--- config.mk ---
export PLATFORM = sky130hd
export DESIGN_NAME = rbp_front
export DESIGN_NICKNAME = d
export VERILOG_FILES = /design/src/hw/rtl/rbp_pkg.sv /design/src/hw/rtl/rbp_front.sv
export SDC_FILE = /design/constraint.sdc
export NUM_CORES = 1
export LEC_CHECK = 0
export BUFFER_PORTS_ARGS = -buffer_cell sky130_fd_sc_hd__buf_2
export CORE_MARGIN = 1
export CORE_UTILIZATION = 60
export CTS_BUF_LIST = sky130_fd_sc_hd__clkbuf_4
export CTS_CLUSTER_DIAMETER = 40
export DETAILED_ROUTE_END_ITERATION = 12
export GPL_TIMING_DRIVEN = 1
export HOLD_SLACK_MARGIN = 0.12
export PLACE_DENSITY = 0.95
export SYNTH_ARGS = -nofsm -noshare
export SYNTH_HDL_FRONTEND = slang
export SYNTH_SLANG_ARGS = --single-unit
export TNS_END_PERCENT = 30
--- constraint.sdc ---
create_clock -name clk -period 7.7 [get_ports clk]
set_input_delay 1.54 -clock clk [delete_from_list [all_inputs] [get_ports clk]]
set_output_delay 1.54 -clock clk [all_outputs]
set_load 0.02 [all_outputs]
--- src/hw/rtl/rbp_pkg.sv ---
// ----------------------------------------------------------------------------
// Radix bucket partition package
// Shared widths, operation codes, result kinds and the command queue entry.
// ----------------------------------------------------------------------------
package rbp_pkg;

    localparam int MAX_BUCKET_BITS = 16;
    localparam int BUCKET_W        = MAX_BUCKET_BITS;
    localparam int NUM_BUCKETS     = 1 << MAX_BUCKET_BITS;
    localparam int INDEX_W         = MAX_BUCKET_BITS + 1;
    localparam int KEY_W           = 32;
    localparam int VALUE_W         = 64;
    localparam int CFG_W           = 5;
    localparam int ADDR_W          = 3;

    // Input operation codes.
    localparam logic [2:0] OP_COUNT   = 3'd0;
    localparam logic [2:0] OP_SCAN    = 3'd1;
    localparam logic [2:0] OP_SCATTER = 3'd2;
    localparam logic [2:0] OP_READ    = 3'd3;
    localparam logic [2:0] OP_CLEAR   = 3'd4;

    // Result kinds.
    localparam logic [1:0] KIND_RECORD = 2'd0;
    localparam logic [1:0] KIND_TOTAL  = 2'd1;
    localparam logic [1:0] KIND_START  = 2'd2;

    // Register byte addresses.
    localparam logic [ADDR_W-1:0] ADDR_OFFSET = 3'd0;
    localparam logic [ADDR_W-1:0] ADDR_COUNT  = 3'd4;

    // Commands after classification by the front end.
    typedef enum logic [2:0] {
        CMD_COUNT,
        CMD_SCAN,
        CMD_SCATTER,
        CMD_START,
        CMD_TOTAL,
        CMD_CLEAR
    } cmd_t;

    typedef struct packed {
        cmd_t                 cmd;
        logic                 err;
        logic [BUCKET_W-1:0]  bucket;
        logic [KEY_W-1:0]     key;
        logic [VALUE_W-1:0]   value;
        logic [KEY_W-1:0]     value_two;
    } q_entry_t;

    typedef struct packed {
        logic pop;
        logic init_busy;
    } back_ctl_t;

endpackage

--- src/hw/rtl/rbp_front.sv ---
// ----------------------------------------------------------------------------
// Radix bucket partition front end
// Accepts items, checks the registers, extracts the bucket and queues commands.
// ----------------------------------------------------------------------------
module rbp_front
    import rbp_pkg::*;
(
    input  logic                clk,
    input  logic                rst_n,
    input  logic                in_valid,
    output logic                in_ready,
    input  logic [2:0]          opcode,
    input  logic [KEY_W-1:0]    key,
    input  logic [VALUE_W-1:0]  value,
    input  logic [KEY_W-1:0]    value_two,
    input  logic [INDEX_W-1:0]  bucket_index,
    input  logic [CFG_W-1:0]    cfg_offset,
    input  logic [CFG_W-1:0]    cfg_bits,
    input  back_ctl_t           back_ctl,
    output logic                q_valid,
    output q_entry_t            q_entry
);

    logic              regs_bad;
    logic [5:0]        field_end;
    logic [KEY_W-1:0]  field_mask;
    logic [KEY_W-1:0]  shifted_key;
    logic [INDEX_W-1:0] live_buckets;
    q_entry_t          new_entry;
    logic              push;
    logic              keep;
    logic              accept;

    q_entry_t          fifo_reg [2];
    logic              wr_ptr_reg;
    logic              wr_ptr_next;
    logic              rd_ptr_reg;
    logic              rd_ptr_next;
    logic [1:0]        count_reg;
    logic [1:0]        count_next;

    // Register check and bucket field extraction.
    assign field_end    = {1'b0, cfg_offset} + {1'b0, cfg_bits};
    assign regs_bad     = (cfg_bits == '0) || (cfg_bits > CFG_W'(MAX_BUCKET_BITS)) ||
                          (field_end > 6'd32);
    assign field_mask   = (32'd1 << cfg_bits) - 32'd1;
    assign shifted_key  = (key >> cfg_offset) & field_mask;
    assign live_buckets = INDEX_W'(1) << cfg_bits;

    // Classification of the incoming item.
    always_comb
    begin
        new_entry           = '0;
        new_entry.err       = regs_bad;
        new_entry.key       = key;
        new_entry.value     = value;
        new_entry.value_two = value_two;
        new_entry.bucket    = shifted_key[BUCKET_W-1:0];
        keep                = 1'b1;
        unique case (opcode)
            OP_COUNT:
            begin
                new_entry.cmd = CMD_COUNT;
                keep          = !regs_bad;
            end
            OP_SCAN:
            begin
                new_entry.cmd = CMD_SCAN;
            end
            OP_SCATTER:
            begin
                new_entry.cmd = CMD_SCATTER;
            end
            OP_READ:
            begin
                new_entry.bucket = bucket_index[BUCKET_W-1:0];
                if (!regs_bad && bucket_index >= live_buckets)
                begin
                    new_entry.cmd = CMD_TOTAL;
                end
                else
                begin
                    new_entry.cmd = CMD_START;
                end
            end
            OP_CLEAR:
            begin
                new_entry.cmd = CMD_CLEAR;
                keep          = !regs_bad;
            end
            default:
            begin
                new_entry.cmd = CMD_COUNT;
                keep          = 1'b0;
            end
        endcase
    end

    // Two-entry command queue between the front and the back.
    assign in_ready = (count_reg != 2'd2) && !back_ctl.init_busy;
    assign accept   = in_valid && in_ready;
    assign push     = accept && keep;
    assign q_valid  = (count_reg != 2'd0);
    assign q_entry  = fifo_reg[rd_ptr_reg];

    always_comb
    begin
        wr_ptr_next = wr_ptr_reg ^ push;
        rd_ptr_next = rd_ptr_reg ^ back_ctl.pop;
        count_next  = count_reg + 2'(push) - 2'(back_ctl.pop);
    end

    always_ff @(posedge clk or negedge rst_n)
    begin
        if (!rst_n)
        begin
            wr_ptr_reg <= 1'b0;
            rd_ptr_reg <= 1'b0;
            count_reg  <= 2'd0;
        end
        else
        begin
            wr_ptr_reg <= wr_ptr_next;
            rd_ptr_reg <= rd_ptr_next;
            count_reg  <= count_next;
        end
    end

    always_ff @(posedge clk)
    begin
        if (push)
        begin
            fifo_reg[wr_ptr_reg] <= new_entry;
        end
    end

endmodule

==> impl_results.md <==
* Status: finished, final reports clean
* DP Wirelength at between 20000 and 25000 um
* Register-to-Register Path Depth at 5
* CTS H-tree depth at 3
* Clock sinks at 300
* Ports at roughly 310
* DRC Markers at 0
* Combinational share of power at 0.308
* IO buf count at 312
* Root Buffer: clkbuf_4
* Int Power at between 0.003 and 0.004 W
* Total track usage at 0.276
* Via Count at 8994
* Worst path buffer plus inverter count at 3
* Die area at 0.0235 mm^2
* Leak at 6.23 nW
* Worst Setup SP: cfg_offset[1]
* # Post-CTS Setup Buffers at 0
* Drt wl/cell at between 20 and 25 um
* Critical path launch point type: input port
* Clock buffer count from CTS at 75
* RePlAce Congestion at just over 0.9
* Layout cell share with drive strength beyond 1 at 0.509
* Syn avg cell area at ~16 um^2
* Slew HR at 0.413
* Final setup vio count at 0
* Hold path endpoint: count_reg[1]
* PnR Total Power at roughly 0.0047 W
* Worst path top cell family by delay: buffers and inverters
* Max incr delay on CP at ~0.68 ns
* Most used DFF post-synth: edfxtp_1
* Initial cell density of the core at 0.621
* Core Box Area at between 0.02 and 0.025 mm^2
* Clock transition at path regs at around 0.060 ns
* Fill cells at roughly 1.3k
* Most frequent cells in the layout: buf_2 (312), edfxtp_1 (296), mux2_2 (155), clkbuf_4 (113), nand2_1 (45)
* Vias per cell at just under 6
* Initial antenna violation count at 4
* Die Span Y at 153 um
* Clk_lat worst skew at around 0.68 ns
* Synthesized instance count at 850
* CP cell instances: buf_2 > clkinv_1 > fa_1 > nand2b_1 > a21oi_1 > xnor2_1 > nand3_1 > a22o_1 > o41ai_2 > ha_4 > buf_4
* CP arrival at slightly below 6 ns
* Mapped Area at between 0.01 and 0.015 mm^2
* Tmin final at around 5.7 ns
* Max FFs per register at 296
* Flops & latches, synth at 300
* Register area share after synthesis at 0.655
* Synth warn at 0
* Grt ovf at 0
* Hold-fix buffers, CTS at 0
* Asr flop ratio synth at 0.0133
* Slew Limit Fails at 0
* Worst R2R Start: count_reg[1]
* Min-Delay Path Class: reg2reg
* Drt pass-1 iters at 5
* Crit path capture type: register
* Worst hold start: count_reg[1]
* Area share of the leading cell type in the synthesized netlist at 0.648
* # rows at 54
* Ranking of synthesized cells by area: edfxtp_1 (65%), mux2_2 (13%), mux4_2 (4.6%), ha_1 (2.5%), a21oi_1 (1.3%)
* Post-CTS Resized at 0
* Hold-critical path depth at 2
* Critical path fanouts, max at 36
* Post-synth top area cell: edfxtp_1
* Netlist cell types at 64
* Worst IR Drop VDD at approximately 0.21 mV
* Skew final at roughly 0.052 ns
* CP max-delay cell: clkinv_1
* CTS tree: built
* Fin crit share at 0.737
* Pwr/cell area at around 290 mW/mm^2
* Largest net degree at the start of global routing at 67
* First-iteration detailed-routing DRC count at 800
* Setup TNS at 0 ns
* Antenna Nets Post-Route at 0
* Final Hold Viols at 0
* Clock Path Buffers at 3
* Worst Max-Slew Pin Slew at between 0.8 and 0.9 ns
* Switching power at 0.00152 W
* Layout area overhead at 20.1%
* Chip Width at 153 um
* Sw Ratio at 0.323
* Worst endpoint required time at 7.98 ns
* Hold WS at 0.642 ns
* Commonest non-fill, non-tap cell in the layout: buf_2
* EDFF count, synth at ~300
* Reg-to-reg endpoint: fifo_reg[1][12]
* RSZ-0062 raised after global routing: false
* Fin area at 0.0165 mm^2
* Routed WL at around 32000 um
* Max-Cap Viols at 0
* Number of global-route vias before repair at about 9k
* Fmax at about 0.18 GHz
* Clock share of power at 0.273
* Dpl cell area at between 0.015 and 0.02 mm^2
* Util after Layout at 0.746
* Crit Path Class: in2reg
* First-pass GRT wire length at approximately 49000 um
* Mapped Nets at around 1.0k
* Worst R2R Setup Slack at 5.07 ns
* Flop pwr share at 0.419
* Nets at around 1.4k
[routing by layer]
metal | vias to the layer above | share of wire | global-route usage
li1 | 4096 | - | -
met1 | 4367 | 0.36 | 0.325
met2 | 460 | 0.51 | 0.473
met3 | 71 | 0.098 | 0.0768
met4 | 0 | 0.031 | 0.121
met5 | - | 0 | 0
[cell usage after synthesis, drive strengths merged, types with 2 or more instances]
cell type,instances
a31oi,7
buf,20
a22o,6
nor3,7
xnor2,6
nor2,31
ha,27
dfrtp,4
nand3,14
a21o,4
o21a,7
a22oi,8
o31ai,9
and2,3
a211oi,4
nor2b,10
xor2,2
o21ai,18
nor3b,3
o22ai,2
or2,4
mux2i,16
inv,13
clkbuf,27
or3,3
o211ai,5
nand2b,6
mux2,159
edfxtp,296
a21oi,36
and3,2
mux4,29
nand2,45
[worst min-delay path, delay by kind of cell, from the launching register on]
kind | cells | cell delay [ns]
XOR/XNOR | 2 | 0.22
flip-flops | 1 | 0.38
[logic make-up after synthesis]
family,Yosys count,share of synthesized area
flops,300,0.655
mux,204,0.190
simple gates,132,0.0459
compound gates,117,0.0564
buf+inv,61,0.0215
fa+ha+maj,28,0.0261
xor+xnor,8,0.00511
[metrics by stage]
stage | setup slack [ns] | instances
floorplan | 0.136 | 850
global route | 1.77 | 1536
global placement | 1.53 | 1404
CTS | 2.07 | 1532
finish | 2.02 | 1537
detailed placement | 1.37 | 1404
[worst max path at each step]
| stage | end | slack, ns | cells past startpoint |
|---|---|---|---|
| after CTS | fifo_reg[1][4] | 2.07 | 11 |
| after detailed placement | fifo_reg[1][35] | 1.37 | 11 |
| final | fifo_reg[1][12] | 2.02 | 11 |
| after floorplan | fifo_reg[1][0] | 0.14 | 10 |
| after global placement | fifo_reg[1][49] | 1.53 | 11 |
| after global routing | fifo_reg[1][12] | 1.77 | 11 |
[power by group through the flow]
stage / clock network [W] / logic, W / registers, W
after CTS: 0.00132 / 0.00145 / 0.00197
after floorplan: 0 / 0.00101 / 0.00199
after detailed placement: 0 / 0.00145 / 0.00200
after global placement: 0 / 0.00142 / 0.00200
after global routing: 0.00140 / 0.00153 / 0.00198
final: 0.00128 / 0.00145 / 0.00197
[area by class of cell]
cell class	instances	area, um^2	area share
clock buffer	113	848	0.0515
antenna	5	12.5	0.000759
inverter	14	52.6	0.00319
multi-input combinational	489	4460	0.271
timing repair buffer	321	1680	0.102
tap	280	350	0.0213
sequential	300	8990	0.546
clock inverter	15	83.8	0.00509
No activity file was read; power rests on OpenSTA's default activity.
